===== config.mk =====
export PLATFORM = sky130hd
export DESIGN_NAME = elevator_car_controller
export DESIGN_NICKNAME = d
export VERILOG_FILES = /design/src/sv/ecc_pkg.sv /design/src/sv/ecc_in_stage.sv /design/src/sv/ecc_ctrl.sv /design/src/sv/ecc_out_stage.sv /design/src/sv/elevator_car_controller.sv
export SDC_FILE = /design/constraint.sdc
export NUM_CORES = 1
export LEC_CHECK = 0
export BUFFER_PORTS_ARGS = -buffer_cell sky130_fd_sc_hd__buf_4
export CORE_MARGIN = 2
export CORE_UTILIZATION = 59
export CTS_CLUSTER_DIAMETER = 60
export CTS_CLUSTER_SIZE = 20
export DETAILED_ROUTE_END_ITERATION = 8
export PLACE_DENSITY = 0.78
export SYNTH_ARGS = -nofsm -noshare
export SYNTH_HDL_FRONTEND = slang
export SYNTH_SLANG_ARGS = --single-unit

===== constraint.sdc =====
create_clock -name clock -period 2.43 [get_ports clock]
set_input_delay 0.243 -clock clock [delete_from_list [all_inputs] [get_ports clock]]
set_output_delay 0.243 -clock clock [all_outputs]
set_load 0.005 [all_outputs]

===== src/sv/ecc_pkg.sv =====
// Shared types and constants for the elevator car controller.
`timescale 1ns / 1ps
`default_nettype none

package ecc_pkg;

   // Fixed field widths of the event and result words.
   localparam int FUNC_W      = 3;
   localparam int FLOOR_W     = 2;
   localparam int BUTTON_W    = 2;
   localparam int TICKS_W     = 16;
   localparam int LAMPS_W     = 12;
   localparam int NUM_BUTTONS = 3;
   localparam int SHOWN_FLOORS = LAMPS_W / NUM_BUTTONS;

   // Packed port widths.
   localparam int REQ_TDATA_W = 8;
   localparam int REQ_TUSER_W = FUNC_W;
   localparam int RSP_TDATA_W = 24;

   // Defaults.
   localparam int                 NUM_FLOORS_DEFAULT = 4;
   localparam logic [TICKS_W-1:0] DOOR_TICKS_RESET   = 16'd3000;

   // Event kinds.
   typedef enum logic [FUNC_W-1:0] {
      FUNC_TICK   = 3'd0,
      FUNC_SENSOR = 3'd1,
      FUNC_STOP   = 3'd2,
      FUNC_OBSTR  = 3'd3,
      FUNC_ORDER  = 3'd4
   } func_type;

   // Button kinds.
   localparam logic [BUTTON_W-1:0] BTN_HALL_UP   = 2'd0;
   localparam logic [BUTTON_W-1:0] BTN_HALL_DOWN = 2'd1;

   // Car modes.
   typedef enum logic [2:0] {
      MODE_UNKNOWN = 3'd0,
      MODE_CLOSED  = 3'd1,
      MODE_OPEN    = 3'd2,
      MODE_UP      = 3'd3,
      MODE_DOWN    = 3'd4,
      MODE_STOPPED = 3'd5,
      MODE_BETWEEN = 3'd6
   } mode_type;

   // Travel and motor directions.
   typedef enum logic [1:0] {
      DIR_NONE = 2'd0,
      DIR_UP   = 2'd1,
      DIR_DOWN = 2'd2
   } dir_type;

   // One input event.
   typedef struct packed {
      logic [FUNC_W-1:0]   func;
      logic [FLOOR_W-1:0]  floor;
      logic [BUTTON_W-1:0] button;
      logic                level;
   } evt_type;

   // One result word.
   typedef struct packed {
      dir_type            motor_dir;
      logic               door_lamp;
      logic               stop_lamp;
      logic [FLOOR_W-1:0] floor_indicator;
      logic [LAMPS_W-1:0] order_lamps;
      mode_type           ctrl_mode;
   } rsp_type;

endpackage

`default_nettype wire


===== src/sv/ecc_in_stage.sv =====
// Input register for the event stream.
`timescale 1ns / 1ps
`default_nettype none

module ecc_in_stage (
   input  wire logic                                clock,
   input  wire logic                                reset,
   input  wire logic                                req_tvalid,
   output logic                                     req_tready,
   input  wire logic [ecc_pkg::REQ_TDATA_W-1:0]     req_tdata,
   input  wire logic [ecc_pkg::REQ_TUSER_W-1:0]     req_tuser,
   input  wire logic                                advance,
   output logic                                     evt_valid,
   output ecc_pkg::evt_type                         evt
);
   import ecc_pkg::*;

   logic    valid_ff;
   logic    valid_in;
   evt_type evt_ff;

   // The register takes a new word when it is empty or drains this cycle.
   assign req_tready = !valid_ff || advance;

   always_comb begin
      valid_in = valid_ff;
      if (req_tready) begin
         valid_in = req_tvalid;
      end else if (advance) begin
         valid_in = 1'b0;
      end
   end

   always_ff @(posedge clock) begin
      if (reset) begin
         valid_ff <= 1'b0;
      end else begin
         valid_ff <= valid_in;
      end
   end

   // Payload is loaded on acceptance only.
   always_ff @(posedge clock) begin
      if (req_tvalid && req_tready) begin
         evt_ff.func   <= req_tuser[FUNC_W-1:0];
         evt_ff.floor  <= req_tdata[FLOOR_W-1:0];
         evt_ff.button <= req_tdata[FLOOR_W +: BUTTON_W];
         evt_ff.level  <= req_tdata[FLOOR_W + BUTTON_W];
      end
   end

   assign evt_valid = valid_ff;
   assign evt       = evt_ff;

endmodule

`default_nettype wire


===== src/sv/ecc_ctrl.sv =====
// Car state, order matrix, door timer and next-state logic.
`timescale 1ns / 1ps
`default_nettype none

module ecc_ctrl #(
   parameter int NUM_FLOORS = ecc_pkg::NUM_FLOORS_DEFAULT
) (
   input  wire logic                            clock,
   input  wire logic                            reset,
   input  wire logic                            csr_wr_en,
   input  wire logic [ecc_pkg::TICKS_W-1:0]     csr_wr_data,
   input  wire logic                            fire,
   input  wire ecc_pkg::evt_type                evt,
   output ecc_pkg::rsp_type                     rsp
);
   import ecc_pkg::*;

   localparam int SHOWN = (NUM_FLOORS < SHOWN_FLOORS) ? NUM_FLOORS : SHOWN_FLOORS;

   typedef logic [NUM_BUTTONS-1:0] row_type;
   typedef row_type [NUM_FLOORS-1:0] orders_type;

   // OR of all order rows from floor lo through floor hi.
   function automatic logic scan(orders_type ord, int lo, int hi);
      logic hit;
      hit = 1'b0;
      for (int i = 0; i < NUM_FLOORS; i++) begin
         if (i >= lo && i <= hi && ord[i] != '0) begin
            hit = 1'b1;
         end
      end
      return hit;
   endfunction

   // Order row of one floor.
   function automatic row_type row_at(orders_type ord, logic [FLOOR_W-1:0] f);
      row_type r;
      r = '0;
      for (int i = 0; i < NUM_FLOORS; i++) begin
         if (i == int'(f)) begin
            r = ord[i];
         end
      end
      return r;
   endfunction

   // Where the car heads once the doors are done.
   function automatic mode_type next_mode(orders_type ord, logic [FLOOR_W-1:0] cf,
                                          dir_type ld);
      int       f;
      mode_type m;
      f = int'(cf);
      m = MODE_CLOSED;
      if (ld == DIR_DOWN) begin
         if (scan(ord, 0, f - 1)) begin
            m = MODE_DOWN;
         end else if (scan(ord, f, NUM_FLOORS - 1)) begin
            m = MODE_UP;
         end
      end else begin
         if (scan(ord, f + 1, NUM_FLOORS - 1)) begin
            m = MODE_UP;
         end else if (scan(ord, 0, f)) begin
            m = MODE_DOWN;
         end
      end
      return m;
   endfunction

   // Whether the car stops at the floor it just reached.
   function automatic logic stop_here(orders_type ord, logic [FLOOR_W-1:0] cf,
                                      mode_type md);
      int      f;
      row_type r;
      logic    s;
      f = int'(cf);
      r = row_at(ord, cf);
      s = 1'b0;
      case (md)
         MODE_DOWN: begin
            s = (r & ~(row_type'(1) << BTN_HALL_UP)) != '0 ||
                !scan(ord, 0, f - 1);
         end
         MODE_UP: begin
            s = (r & ~(row_type'(1) << BTN_HALL_DOWN)) != '0 ||
                !scan(ord, f + 1, NUM_FLOORS - 1);
         end
         MODE_CLOSED, MODE_OPEN: begin
            s = (r != '0);
         end
         default: begin
            s = 1'b0;
         end
      endcase
      return s;
   endfunction

   logic [TICKS_W-1:0] ticks_ff;
   mode_type           mode_ff, mode_in;
   dir_type            last_dir_ff, last_dir_in;
   logic [FLOOR_W-1:0] car_floor_ff, car_floor_in;
   orders_type         orders_ff, orders_in;
   logic [TICKS_W-1:0] countdown_ff, countdown_in;
   logic               armed_ff, armed_in;
   dir_type            motor_ff, motor_in;
   logic               door_lamp_ff, door_lamp_in;
   logic               stop_lamp_ff, stop_lamp_in;
   logic               floor_ok;
   logic               button_ok;
   mode_type           nm;

   assign floor_ok  = int'(evt.floor) < NUM_FLOORS;
   assign button_ok = int'(evt.button) < NUM_BUTTONS;

   // Next state for the event in the input register.
   always_comb begin
      mode_in      = mode_ff;
      last_dir_in  = last_dir_ff;
      car_floor_in = car_floor_ff;
      orders_in    = orders_ff;
      countdown_in = countdown_ff;
      armed_in     = armed_ff;
      motor_in     = motor_ff;
      door_lamp_in = door_lamp_ff;
      stop_lamp_in = stop_lamp_ff;
      nm           = MODE_CLOSED;

      case (evt.func)
         FUNC_TICK: begin
            if (armed_ff) begin
               if (countdown_ff <= TICKS_W'(1)) begin
                  countdown_in = '0;
                  armed_in     = 1'b0;
                  nm           = next_mode(orders_ff, car_floor_ff, last_dir_ff);
                  if (nm == MODE_DOWN) begin
                     last_dir_in = DIR_DOWN;
                     motor_in    = DIR_DOWN;
                  end else if (nm == MODE_UP) begin
                     last_dir_in = DIR_UP;
                     motor_in    = DIR_UP;
                  end
                  mode_in      = nm;
                  door_lamp_in = 1'b0;
               end else begin
                  countdown_in = countdown_ff - TICKS_W'(1);
               end
            end
         end
         FUNC_SENSOR: begin
            if (floor_ok) begin
               if (mode_ff == MODE_UNKNOWN) begin
                  mode_in      = MODE_CLOSED;
                  motor_in     = DIR_NONE;
                  car_floor_in = evt.floor;
               end else if (mode_ff != MODE_BETWEEN && mode_ff != MODE_STOPPED &&
                            car_floor_ff != evt.floor) begin
                  car_floor_in = evt.floor;
                  if (stop_here(orders_ff, evt.floor, mode_ff)) begin
                     mode_in      = MODE_OPEN;
                     motor_in     = DIR_NONE;
                     door_lamp_in = 1'b1;
                     countdown_in = ticks_ff;
                     armed_in     = 1'b1;
                     for (int i = 0; i < NUM_FLOORS; i++) begin
                        if (i == int'(evt.floor)) begin
                           orders_in[i] = '0;
                        end
                     end
                  end
               end
            end
         end
         FUNC_STOP: begin
            if (mode_ff == MODE_STOPPED) begin
               if (!evt.level) begin
                  mode_in      = MODE_BETWEEN;
                  stop_lamp_in = 1'b0;
               end
            end else if (evt.level) begin
               orders_in = '0;
               if (mode_ff == MODE_DOWN || mode_ff == MODE_UP || mode_ff == MODE_BETWEEN) begin
                  motor_in     = DIR_NONE;
                  mode_in      = MODE_STOPPED;
                  stop_lamp_in = 1'b1;
               end else begin
                  door_lamp_in = 1'b1;
                  mode_in      = MODE_OPEN;
                  countdown_in = ticks_ff;
                  armed_in     = 1'b1;
               end
            end
         end
         FUNC_OBSTR: begin
            if (evt.level && mode_ff == MODE_OPEN) begin
               countdown_in = ticks_ff;
               armed_in     = 1'b1;
            end
         end
         FUNC_ORDER: begin
            if (floor_ok && button_ok && mode_ff != MODE_STOPPED) begin
               for (int i = 0; i < NUM_FLOORS; i++) begin
                  if (i == int'(evt.floor)) begin
                     orders_in[i] = orders_ff[i] |
                                    (row_type'(1) << evt.button);
                  end
               end
               if (mode_ff == MODE_CLOSED || mode_ff == MODE_BETWEEN) begin
                  nm = next_mode(orders_in, car_floor_ff, last_dir_ff);
                  if (nm == MODE_DOWN) begin
                     last_dir_in = DIR_DOWN;
                     motor_in    = DIR_DOWN;
                  end else if (nm == MODE_UP) begin
                     last_dir_in = DIR_UP;
                     motor_in    = DIR_UP;
                  end
                  mode_in      = nm;
                  door_lamp_in = 1'b0;
               end
            end
         end
         default: begin
         end
      endcase
   end

   // Result word built from the next state.
   always_comb begin
      rsp.motor_dir       = motor_in;
      rsp.door_lamp       = door_lamp_in;
      rsp.stop_lamp       = stop_lamp_in;
      rsp.floor_indicator = car_floor_in;
      rsp.order_lamps     = '0;
      for (int i = 0; i < SHOWN; i++) begin
         rsp.order_lamps[i*NUM_BUTTONS +: NUM_BUTTONS] = orders_in[i];
      end
      rsp.ctrl_mode       = mode_in;
   end

   // Dwell time register.
   always_ff @(posedge clock) begin
      if (reset) begin
         ticks_ff <= DOOR_TICKS_RESET;
      end else if (csr_wr_en) begin
         ticks_ff <= csr_wr_data;
      end
   end

   // Car state advances once per processed event.
   always_ff @(posedge clock) begin
      if (reset) begin
         mode_ff      <= MODE_UNKNOWN;
         last_dir_ff  <= DIR_NONE;
         car_floor_ff <= '0;
         orders_ff    <= '0;
         countdown_ff <= '0;
         armed_ff     <= 1'b0;
         motor_ff     <= DIR_UP;
         door_lamp_ff <= 1'b0;
         stop_lamp_ff <= 1'b0;
      end else if (fire) begin
         mode_ff      <= mode_in;
         last_dir_ff  <= last_dir_in;
         car_floor_ff <= car_floor_in;
         orders_ff    <= orders_in;
         countdown_ff <= countdown_in;
         armed_ff     <= armed_in;
         motor_ff     <= motor_in;
         door_lamp_ff <= door_lamp_in;
         stop_lamp_ff <= stop_lamp_in;
      end
   end

endmodule

`default_nettype wire


===== src/sv/ecc_out_stage.sv =====
// Result register for the response stream.
`timescale 1ns / 1ps
`default_nettype none

module ecc_out_stage (
   input  wire logic                             clock,
   input  wire logic                             reset,
   input  wire logic                             load,
   input  wire ecc_pkg::rsp_type                 rsp,
   output logic                                  can_take,
   output logic                                  rsp_tvalid,
   input  wire logic                             rsp_tready,
   output logic [ecc_pkg::RSP_TDATA_W-1:0]       rsp_tdata
);
   import ecc_pkg::*;

   logic    valid_ff;
   logic    valid_in;
   rsp_type rsp_ff;

   // A new word may enter when the register is empty or being read.
   assign can_take = !valid_ff || rsp_tready;

   always_comb begin
      valid_in = valid_ff;
      if (load) begin
         valid_in = 1'b1;
      end else if (rsp_tready) begin
         valid_in = 1'b0;
      end
   end

   always_ff @(posedge clock) begin
      if (reset) begin
         valid_ff <= 1'b0;
      end else begin
         valid_ff <= valid_in;
      end
   end

   always_ff @(posedge clock) begin
      if (load) begin
         rsp_ff <= rsp;
      end
   end

   // Pack the result fields, motor direction in the lowest bits.
   assign rsp_tvalid = valid_ff;
   assign rsp_tdata  = {3'b000,
                        rsp_ff.ctrl_mode,
                        rsp_ff.order_lamps,
                        rsp_ff.floor_indicator,
                        rsp_ff.stop_lamp,
                        rsp_ff.door_lamp,
                        rsp_ff.motor_dir};

endmodule

`default_nettype wire


===== src/sv/elevator_car_controller.sv =====
// Top level of the single-car elevator controller.
//
//   Port group  Direction  Contents
//   req_*       in         event word: tuser = func, tdata = floor, button, level
//   rsp_*       out        status word: motor, lamps, floor, order lamps, mode
//   csr_*       in         door dwell time in ticks
//
// Each event passes from acceptance through the input register, then through
// the next-state logic into the result register.
// A new event is accepted every cycle unless the result register stalls; the car
// state update sets that rate. Reset is synchronous and needs no clearing pass.
// A stalled result register holds the input register, which then holds req_tready low.
`timescale 1ns / 1ps
`default_nettype none

module elevator_car_controller #(
   parameter int NUM_FLOORS = ecc_pkg::NUM_FLOORS_DEFAULT
) (
   input  wire logic                              clock,
   input  wire logic                              reset,
   input  wire logic                              req_tvalid,
   output logic                                   req_tready,
   // [1:0] floor, [3:2] button, [4] level, [7:5] zero
   input  wire logic [ecc_pkg::REQ_TDATA_W-1:0]   req_tdata,
   // [2:0] func
   input  wire logic [ecc_pkg::REQ_TUSER_W-1:0]   req_tuser,
   output logic                                   rsp_tvalid,
   input  wire logic                              rsp_tready,
   // [1:0] motor_dir, [2] door_lamp, [3] stop_lamp, [5:4] floor_indicator,
   // [17:6] order_lamps, [20:18] ctrl_mode, [23:21] zero
   output logic [ecc_pkg::RSP_TDATA_W-1:0]        rsp_tdata,
   input  wire logic                              csr_wr_en,
   input  wire logic [ecc_pkg::TICKS_W-1:0]       csr_wr_data
);
   import ecc_pkg::*;

   logic    evt_valid;
   evt_type evt;
   logic    can_take;
   logic    fire;
   rsp_type rsp;

   // An event is processed when the result register can take its word.
   assign fire = evt_valid && can_take;

   ecc_in_stage u_in_stage (
      .clock      (clock),
      .reset      (reset),
      .req_tvalid (req_tvalid),
      .req_tready (req_tready),
      .req_tdata  (req_tdata),
      .req_tuser  (req_tuser),
      .advance    (fire),
      .evt_valid  (evt_valid),
      .evt        (evt)
   );

   ecc_ctrl #(
      .NUM_FLOORS (NUM_FLOORS)
   ) u_ctrl (
      .clock       (clock),
      .reset       (reset),
      .csr_wr_en   (csr_wr_en),
      .csr_wr_data (csr_wr_data),
      .fire        (fire),
      .evt         (evt),
      .rsp         (rsp)
   );

   ecc_out_stage u_out_stage (
      .clock      (clock),
      .reset      (reset),
      .load       (fire),
      .rsp        (rsp),
      .can_take   (can_take),
      .rsp_tvalid (rsp_tvalid),
      .rsp_tready (rsp_tready),
      .rsp_tdata  (rsp_tdata)
   );

endmodule

`default_nettype wire

* After elaboration in Yosys (flattened, before gate mapping)
Cells that the tools add are included.
** Word-level totals
- Logic and storage cells :: 381
- Register bits :: 87
- Bits of input ports :: 32
- Output and inout bits :: 26
** Cells by class
- Order comparisons :: 24
- Bitwise logic cells :: 4
- Add/sub/neg operators :: 5
- Equal/unequal tests :: 34
- Reduce and logical (&&, ||, !) cells :: 75
- Mux-type cells :: 213
- Shift-type cells :: 1
** Operator list (count)
- 16-bit 2-to-1 mux :: 9
- 3-bit 2-to-1 mux :: 48
- 3-bit by 32-bit >= comparator with 1-bit output (first input constant) :: 4
- 3-bit by 32-bit <= comparator with 1-bit output (first input constant) :: 4
- 1-bit 2-to-1 mux :: 115
- 12-bit 2-to-1 mux :: 6
- 1-bit by 32-bit >= comparator with 1-bit output (first input constant) :: 2
- 2-bit by 32-bit >= comparator with 1-bit output (first input constant) :: 2
- 1-bit by 32-bit <= comparator with 1-bit output (first input constant) :: 2
- 2-bit by 32-bit <= comparator with 1-bit output (first input constant) :: 2
- 16-bit one-hot mux with 4 select lines :: 1
- 2-bit 2-to-1 mux :: 27
- 1-bit logical AND :: 42
- 12-bit one-hot mux with 3 select lines :: 1
- 3-bit nonzero test :: 11
- 3-bit by 2-bit == test with 1-bit output (second input constant) :: 6
- 3-bit == test (second input constant) :: 6
- 16-bit by 1-bit <= comparator with 1-bit output (second input constant) :: 1
- 16-bit by 1-bit subtractor with 16-bit output (second input constant) :: 1
- 2-bit by 1-bit inequality test with 1-bit output (second input constant) :: 7
- 3-bit OR :: 4
- 3-bit one-hot mux with 4 select lines :: 1
- 10-bit AND reduction :: 1
- 9-bit AND reduction :: 1
- 28 further kinds :: 52

* Depth between registers and ports, before layout
Gate-level depths: netlist of run 1.
- Word-level depth :: 32
- Depth in mapped cells :: 10
- Gate-level depth less buffers :: 9

* Hierarchy
A second synthesis of run 1 with hierarchy kept.
** Second synthesis, totals
- Cells, all modules :: 632
- Area, all modules :: 5569.1 sq um
** By module, submodules not included
- ecc_ctrl :: seq. area each 1121.1 sq um, area each 4564.4 sq um, instances 1, cells each 589
- ecc_out_stage :: seq. area each 650.6 sq um, area each 703.2 sq um, instances 1, cells each 29
- ecc_in_stage :: seq. area each 260.2 sq um, area each 295.3 sq um, instances 1, cells each 13
- elevator_car_controller :: seq. area each 0.0 sq um, area each 6.3 sq um, instances 1, cells each 1

* Least setup slack after synthesis of run 1
OpenSTA, ideal clock, no wires.
- Kind :: reg2reg
- Start point :: register u_out_stage.valid_ff (netlist: u_out_stage.rsp_tvalid)
- End point :: register u_ctrl.orders_ff[10] in the netlist's numbering
- Period minus slack after synthesis :: 2236 ps
- Data required time :: 2371 ps
- Data arrival time :: 2178 ps
- Stages on the path, launching flop included :: 8
- Slack :: 194 ps
- Buffers on the path :: 0
- Library setup time :: 59 ps
- Path through :: dfxtp_1 -> nor2b_1 -> nand2b_1 -> clkinv_1 -> a21oi_1 -> nor2_1 -> a31oi_1 -> a2bb2o_1
** On the way
- Cells in the longest elaborated chain, start to end :: 3
** Ends and longest elaborated chain
- start, declared :: RTL line ecc_out_stage.sv:17 : logic valid_ff;
- start signal, assigned :: RTL line ecc_out_stage.sv:37 : valid_ff <= valid_in;
- 1-bit logical NOT :: RTL line ecc_out_stage.sv:22 : assign can_take = !valid_ff || rsp_tready;
- 1-bit logical OR :: RTL line ecc_out_stage.sv:22
- 1-bit logical AND :: RTL line elevator_car_controller.sv:44 : assign fire = evt_valid && can_take;
- named net fire :: RTL line elevator_car_controller.sv:40 : logic fire;
- end signal, assigned :: RTL line ecc_ctrl.sv:264 : orders_ff <= orders_in;
- end, declared :: RTL line ecc_ctrl.sv:102 : orders_type orders_ff, orders_in;
The timed path passes the listed nets, and every way through them passes these cells.
A chain may end at the register's enable or synchronous reset.

* Worst setup path after layout of run 1
- Start point :: register u_in_stage.evt_ff, in the netlist u_in_stage.evt[4]
- End point :: register u_ctrl.orders_ff[3] in the netlist's numbering
** On the way
- Cells in the longest elaborated chain, start to end :: 21
- Elaborated cells between the ends (all ways) :: 67
- Those cells by class :: 2 x add/sub; 8 x order compare; 4 x eq/ne; 36 x mux; 17 x reduce/logical
** Ends and longest elaborated chain
- start, declared :: RTL line ecc_in_stage.sv:20 : evt_type evt_ff;
- 2-bit by 1-bit adder with 3-bit output / 2-bit by 1-bit subtractor with 3-bit output (equally long branches) :: RTL line ecc_ctrl.sv:86, ecc_ctrl.sv:82
- 1-bit by 32-bit >= comparator with 1-bit output / 1-bit by 32-bit <= comparator with 1-bit output (equally long branches) :: RTL line ecc_ctrl.sv:28 : if (i >= lo && i <= hi && ord[i] != '0) begin
- 1-bit logical AND :: RTL line ecc_ctrl.sv:28
- 1-bit 2-to-1 mux (4 in series) :: RTL line ecc_ctrl.sv:28
- 1-bit 2-to-1 mux :: RTL line ecc_ctrl.sv:79 : case (md)
- 1-bit 2-to-1 mux :: RTL line ecc_ctrl.sv:155 : end else if (mode_ff != MODE_BETWEEN && mode_ff != MODE_STOPPED &&
- 1-bit 2-to-1 mux :: RTL line ecc_ctrl.sv:151 : if (mode_ff == MODE_UNKNOWN) begin
- 1-bit 2-to-1 mux :: RTL line ecc_ctrl.sv:128 : case (evt.func)
- [... 2 more ...]
- 1-bit one-hot mux with 3 select lines :: RTL line ecc_ctrl.sv:79
- 1-bit 2-to-1 mux :: RTL line ecc_ctrl.sv:155
- 1-bit 2-to-1 mux :: RTL line ecc_ctrl.sv:151
- 1-bit 2-to-1 mux :: RTL line ecc_ctrl.sv:128
- 12-bit 2-to-1 mux :: RTL line ecc_ctrl.sv:158 : if (stop_here(orders_ff, evt.floor, mode_ff)) begin
- 12-bit 2-to-1 mux :: RTL line ecc_ctrl.sv:155
- 12-bit 2-to-1 mux :: RTL line ecc_ctrl.sv:151
- 12-bit one-hot mux with 3 select lines * :: RTL line ecc_ctrl.sv:128
Every way passes the cells marked *; elsewhere a longest branch is shown, timed or not. The select of a mux whose other input is x is not followed.

==> results of run 1 <==
cell usage after synthesis, drive strengths merged (4+ instances only):
library cell / number
nand2b: 7
nor2: 88
nor2b: 6
or3: 10
a211oi: 9
clkbuf: 22
nand3: 16
a31oi: 7
a21oi: 48
nand2: 49
nor3b: 5
o21ai: 27
nor4: 5
xor2: 5
edfxtp: 29
o21a: 4
nor3: 20
inv: 9
buf: 18
mux2i: 21
a22o: 5
and2: 8
dfxtp: 58
a2bb2o: 8
o22ai: 5
o211ai: 5
a221oi: 6
o31ai: 8
report_power, final:
part           leakage, nW  internal, W  total, W  switching [W]
Sequential           0.758      0.00156   0.00161      0.0000530
Combinational         1.74     0.000284  0.000657       0.000372
Clock                0.112     0.000511   0.00109       0.000580
Total                 2.61      0.00236   0.00336        0.00101
logic make-up (layout without fill, tap and decap cells):
family / after synthesis / count (layout) / share of synthesized area [%]
AND/OR/NAND/NOR: 232 / 232 / 22.34
multiplexers: 24 / 24 / 5.560
buffers and inverters: 50 / 156 / 4.908
flip-flops: 87 / 87 / 40.67
XOR/XNOR: 8 / 8 / 1.403
other: 1 / 3 / 0.07506
AO/OA/AOI/OAI: 174 / 174 / 24.54
adder cells (fa/ha/maj): 2 / 2 / 0.5008
worst max path at each step:
stage / from / end / slack, ps / depth (start not counted)
finish: u_in_stage.evt[4]$_DFFE_PP_ / u_ctrl.orders_ff[3]$_SDFFE_PP0P_ / -7 / 10
global route: u_in_stage.evt[3]$_DFFE_PP_ / u_out_stage.rsp_tdata[0]$_DFFE_PP_ / -60 / 8
CTS: u_in_stage.evt[3]$_DFFE_PP_ / u_ctrl.countdown_ff[13]$_SDFFE_PP0P_ / 9 / 10
detailed placement: u_ctrl.orders_ff[4]$_SDFFE_PP0P_ / u_out_stage.rsp_tdata[20]$_DFFE_PP_ / -40 / 7
global placement: u_ctrl.orders_ff[4]$_SDFFE_PP0P_ / u_out_stage.rsp_tdata[20]$_DFFE_PP_ / 50 / 7
floorplan: u_out_stage.rsp_tvalid$_SDFFE_PP0P_ / u_ctrl.orders_ff[10]$_SDFFE_PP0P_ / 190 / 7
per-layer routing:
| metal | vias to the layer above | global-route usage [%] | share of wire (%) |
|---|---|---|---|
| met1 | 2420 | 41.24 | 40 |
| met4 | 0 | 15.24 | 4.5 |
| li1 | 2342 | - | - |
| met3 | 72 | 6.030 | 8.2 |
| met5 | - | 0 | 0 |
| met2 | 285 | 53.18 | 47 |
critical path: stages, from the launching register on:
cell and delay, ps:
edfxtp_1 530, buf_4 200, buf_4 160, xnor2_1 140
a22oi_2 170, buf_4 210, nand2_1 100, nor3b_4 250
buf_12 170, a31oi_4 110, a2bb2o_1 300
through the flow:
step | setup slack [ps] | hold WS, ps | std cells | cell area [µm²]
2_1_floorplan | 193.5 | 341.9 | 580 | 5004
3_3_place_gp | 52.07 | 422.7 | 764 | 5846
3_5_place_dp | -43.88 | 423.0 | 764 | 5846
4_1_cts | 8.743 | 40.01 | 780 | 6072
5_1_grt | -59.34 | 34.05 | 791 | 6322
6_report | -7.373 | 45.35 | 791 | 6322
state kept, by name, indices dropped and copies added, names as in the netlist, 2 cells and up:
| signal | flops |
|---|---|
| u_in_stage.evt | 8 |
| u_out_stage.rsp_tdata | 21 |
| u_ctrl.countdown_ff | 16 |
| u_ctrl.mode_ff | 3 |
| u_ctrl.motor_ff | 2 |
| u_ctrl.orders_ff | 12 |
| u_ctrl.ticks_ff | 16 |
| u_ctrl.car_floor_ff | 2 |
| u_ctrl.last_dir_ff | 2 |
timing repair:
action                                  in CTS  in global routing
endpoints found under the setup margin       4                 38
buffers inserted                             0                 12
cloned                                       0                  0
gates resized for setup                      3                 30
pin swaps                                    1                  7
layout make-up:
| class | count | area [µm²] | share of cell area, % |
|---|---|---|---|
| inverter | 10 | 37.54 | 0.5937 |
| multi-input combinational | 443 | 2888 | 45.68 |
| sequential | 87 | 2032 | 32.14 |
| timing repair buffer | 130 | 1017 | 16.09 |
| tap | 105 | 131.4 | 2.078 |
| clock inverter | 5 | 42.54 | 0.6729 |
| clock buffer | 11 | 173.9 | 2.751 |
==> flow_summary.json, run 1 <==
{
  "ys_ff_latch": 87,
  "rsz0062_at_grt": "yes",
  "grt-ovfl-total": 0,
  "tightestPinTransition_ps": 582.0,
  "die_h_um": 96.02,
  "layout_common_cells": "126 x buf_4, 85 x nor2_1, 58 x dfxtp_1, 49 x nand2_1, 46 x a21oi_1",
  "async_reset_ff_share_pct": 0,
  "wl_per_cell_um": 19.06,
  "clockBufferDepth": 2,
  "viasPerCell": 6.472,
  "grt_first_pass_wirelength_um": 23000,
  "cts_root_buf": "clkbuf_8",
  "peakVddDrop_mv": 0.3349,
  "final.setup.worst_slack_ps": -7.373,
  "fin_util_pct": 76.95,
  "row_count": 33,
  "cp-end-kind": "flop",
  "coreArea_mm2": 0.008217,
  "clk_latency_ps": 370,
  "initial_utilization_pct": 60.80,
  "max_slew_margin_pct": 61.16,
  "p_leak_nw": 2.606,
  "htree_num_levels": 3,
  "crit_type": "reg2reg",
  "layout_min_cycle_time_ps": 2437,
  "ys_seq_area_share_pct": 40.67,
  "yosys.area.top_type": "dfxtp_1",
  "cts_buffers": 9,
  "diodes": 0,
  "synth_area_leaders": "dfxtp_1 23%, edfxtp_1 17%, nor2_1 6.6%",
  "r2r_setup_slack_ps": -7,
  "grt_usage_pct": 32.43,
  "worst_r2r_endpoint": "u_ctrl.orders_ff[3]$_SDFFE_PP0P_",
  "nFillCells": 595,
  "cp_max_fo": 9,
  "clkTransAtPathRegs_ps": 90,
  "violations": "negative setup slack",
  "port_buffers": 51,
  "synth_ff_type": "dfxtp_1",
  "rr_worst_depth": 10,
  "ys_types": 81,
  "hold_viol": 0,
  "holdCritStartpoint": "req_tdata[3]",
  "min_path_cells": 1,
  "drt-total-wl_um": 15080,
  "gp_congestion": 0.9625,
  "holdCritPathClass": "in2reg",
  "slew_violations": 0,
  "drv_cap": 0,
  "hold_buffers": 0,
  "areaGrowthSynthToFinish_pct": 26.55,
  "cp.arrival_ps": 2700,
  "antenna_found_initial": 0,
  "synth_top_area_share_pct": 23.24,
  "vias": 5119,
  "total_power_w": 0.003363,
  "outcome": "finished with violations",
  "period_share_pct": 100.3,
  "drt_iter0_markers": 483,
  "dr.pass1.iters": 5,
  "synth_edf_count": 29,
  "fin_worst_skew_ps": 12.52,
  "critPathLaunchType": "flop",
  "grt_pass1_vias": 4711,
  "grt_max_degree": 27,
  "drive_gt1_share_pct": 27.41,
  "fmax_ghz": 0.4103,
  "syn_inst": 578,
  "syn_avg_cell_area_um2": 8.644,
  "ant_nets": 0,
  "reg2reg_from": "u_in_stage.evt[4]$_DFFE_PP_",
  "worstPathRequired_ps": 2690,
  "synthesis.area_mm2": 0.004996,
  "finalSetupViolCount": 3,
  "boundaryPins": 58,
  "pwr_density_cell_mw_per_mm2": 531.9,
  "fin_setup_tns_ps": -13.19,
  "nNetsFinal": 715,
  "remaining_drc_errors": 0,
  "final_common_cell": "buf_4",
  "dpl.hpwl_um": 10620,
  "cts_sinks": 87,
  "yosys_warnings": 0,
  "cts_tree": "done",
  "chipWidth_um": 96.02,
  "dieArea_mm2": 0.009220,
  "min_to": "u_in_stage.evt[2]$_DFFE_PP_"
}
Power figures use the tool's default switching activity.
==> run 2, diff against run 1 <==
- CORE_UTILIZATION: 59 -> 60
- PLACE_DENSITY: 0.78 -> 0.79
- SKIP_CTS_REPAIR_TIMING: not set -> 1
- SYNTH_HIERARCHICAL: not set -> 1
==> run 2 against run 1 <==
  * The flow still finishes with violations (negative setup slack)
  * Final area grew 20%
  * Combinational power increased by 110%
  * Routed wire length increased by 24%
  * Core utilization is 6.0 points higher
  * Non-clock buffer count increased by 47
  * Maximum frequency fell by 14%
  * Via count rose by 16%
==> flow_summary.json, run 2 <==
{
  "ys_ff_latch": 87,
  "reg2reg_from": "u_in_stage/evt[4]$_DFFE_PP_",
  "grt_usage_pct": 34.17,
  "grt-ovfl-total": 0,
  "dr.pass1.iters": 6,
  "async_reset_ff_share_pct": 0,
  "synth_ff_type": "dfxtp_1",
  "clkTransAtPathRegs_ps": 90,
  "largest_reg_flops": 21,
  "dpl.hpwl_um": 12550,
  "grt_first_pass_wirelength_um": 27080,
  "drt_iter0_markers": 562,
  "layout_min_cycle_time_ps": 2832,
  "max_slew_margin_pct": 42.24,
  "yosys_warnings": 6,
  "m1WireLength_um": 7762,
  "tightestPinTransition_ps": 865.4,
  "fin_worst_skew_ps": 12.62,
  "peakVddDrop_mv": 0.4410,
  "cts_tree": "done",
  "rsz0062_at_grt": "yes",
  "cts_sinks": 87,
  "fin_util_pct": 82.97,
  "drive_gt1_share_pct": 39.39,
  "final.setup.worst_slack_ps": -401.9,
  "total_power_w": 0.004075,
  "cts_buffers": 9,
  "synth_most_common_cell": "dfxtp_1",
  "antenna_found_initial": 0,
  "worstPathRequired_ps": 2540,
  "cts_root_buf": "clkbuf_8",
  "crit_type": "reg2reg",
  "period_share_pct": 116.5,
  "violations": "negative setup slack",
  "wl_met3_um": 2099,
  "synthesis.area_mm2": 0.005569,
  "htree_num_levels": 3,
  "holdCritStartpoint": "req_tdata[2]",
  "boundaryPins": 58,
  "top_layer": "met4",
  "cp.arrival_ps": 2940,
  "chipWidth_um": 100.3,
  "rr_worst_depth": 10,
  "synth_top_area_share_pct": 20.85,
  "hold_viol": 0,
  "met2RoutedLength_um": 8371,
  "finalSetupViolCount": 55,
  "final_common_cell": "buf_4",
  "ant_nets": 0,
  "grt_pass1_vias": 5287,
  "diodes": 0,
  "place_ws_ps": -350.8,
  "gp_congestion": 0.9428,
  "grt_max_degree": 53,
  "drt-total-wl_um": 18770,
  "remaining_drc_errors": 0,
  "outcome": "finished with violations",
  "row_count": 35,
  "ys_seq_area_share_pct": 36.49,
  "die_h_um": 100.3,
  "cp_max_fo": 6,
  "pwr_density_cell_mw_per_mm2": 539.3,
  "syn_inst": 632,
  "cp-end-kind": "flop",
  "layout_common_cells": "165 x buf_4, 58 x dfxtp_1, 51 x nor2_1, 44 x nand2_1, 43 x a21oi_1",
  "holdCritPathClass": "in2reg",
  "clockBufferDepth": 2,
  "synthTopCellsByCount": "58 x dfxtp_1, 56 x a21oi_1, 55 x nor2_1",
  "wl_per_cell_um": 21.02,
  "r2r_setup_slack_ps": -400,
  "vias": 5923,
  "nNetsFinal": 825,
  "areaGrowthSynthToFinish_pct": 35.70,
  "worst_r2r_endpoint": "u_out_stage/rsp_tdata[1]$_DFFE_PP_",
  "min_path_cells": 1,
  "min_to": "u_in_stage/evt[1]$_DFFE_PP_",
  "initial_utilization_pct": 61.14,
  "slew_violations": 0,
  "critPathLaunchType": "flop",
  "ys_types": 87,
  "clk_latency_ps": 360,
  "p_leak_nw": 2.982,
  "drv_cap": 0,
  "syn_avg_cell_area_um2": 8.812,
  "port_buffers": 51,
  "hold_slack_ps": 56.13,
  "yosys.area.top_type": "dfxtp_1",
  "viasPerCell": 6.633,
  "fmax_ghz": 0.3531,
  "dieArea_mm2": 0.01007,
  "synth_area_leaders": "dfxtp_1 21%, edfxtp_1 16%, a21oi_1 5.0%",
  "synth_edf_count": 29,
  "coreArea_mm2": 0.009109
}
run 2: layer usage:
| metal | global-route usage (%) | up-vias |
|---|---|---|
| met3 | 7.033 | 67 |
| met4 | 9.168 | 0 |
| met2 | 50.34 | 442 |
| met1 | 50.88 | 2717 |
| li1 | - | 2697 |
| met5 | 0 | - |
run 2: critical path, stage by stage (launching register included):
cell	delay [ps]
edfxtp_1	530
inv_2	110
ha_4	210
buf_6	130
o2bb2ai_2	120
a2111oi_2	450
a211o_2	210
buf_4	130
nor3_1	60
a311o_1	360
a211o_1	270
run 2: report_power, final:
part / leakage, nW / internal, W / total (W) / switching (W)
clock: 0.0964 / 0.000486 / 0.00106 / 0.000572
combinational: 2.13 / 0.000594 / 0.00136 / 0.000761
sequential: 0.750 / 0.00159 / 0.00166 / 0.0000688
total: 2.98 / 0.00267 / 0.00408 / 0.00140
run 2: per-stage QoR:
step	cells	area, µm²	TNS, ps
3_3_place_gp	859	6783	-6884
4_1_cts	875	6980	-12980
5_1_grt	893	7557	-16850
3_5_place_dp	859	6783	-11720
2_1_floorplan	634	5655	-2535
6_report	893	7557	-13960
run 2: final cells by class:
class,count,area [µm²]
timing repair buffer,177,1385
sequential,87,2032
clock buffer,10,127.6
fill,534,1551
inverter,22,82.58
clock inverter,6,70.07
tap,111,138.9
multi-input combinational,480,3721
run 2: cell families (layout without fill, tap and decap cells):
family | after synthesis | count (layout) | share of synthesized area, %
buffers and inverters | 69 | 215 | 5.819
xor gates and xnor gates | 7 | 7 | 1.101
adders and majority gates | 17 | 17 | 3.774
muxes | 17 | 17 | 3.055
DFF | 87 | 87 | 36.49
and+or+nand+nor | 208 | 210 | 20.06
other | 1 | 3 | 0.06734
AOI/OAI and AO/OA | 226 | 226 | 29.63
run 2: how the worst max path moves through the flow:
stage,from,end,cells after the start
2_1_floorplan,u_in_stage/evt[4]$_DFFE_PP_,u_ctrl/orders_ff[0]$_SDFFE_PP0P_,11
3_3_place_gp,u_in_stage/evt[4]$_DFFE_PP_,u_ctrl/countdown_ff[1]$_SDFFE_PP0P_,10
3_5_place_dp,u_in_stage/evt[3]$_DFFE_PP_,u_ctrl/orders_ff[5]$_SDFFE_PP0P_,10
4_1_cts,u_in_stage/evt[3]$_DFFE_PP_,u_ctrl/countdown_ff[4]$_SDFFE_PP0P_,11
5_1_grt,u_in_stage/evt[4]$_DFFE_PP_,u_out_stage/rsp_tdata[1]$_DFFE_PP_,10
6_report,u_in_stage/evt[4]$_DFFE_PP_,u_out_stage/rsp_tdata[1]$_DFFE_PP_,10
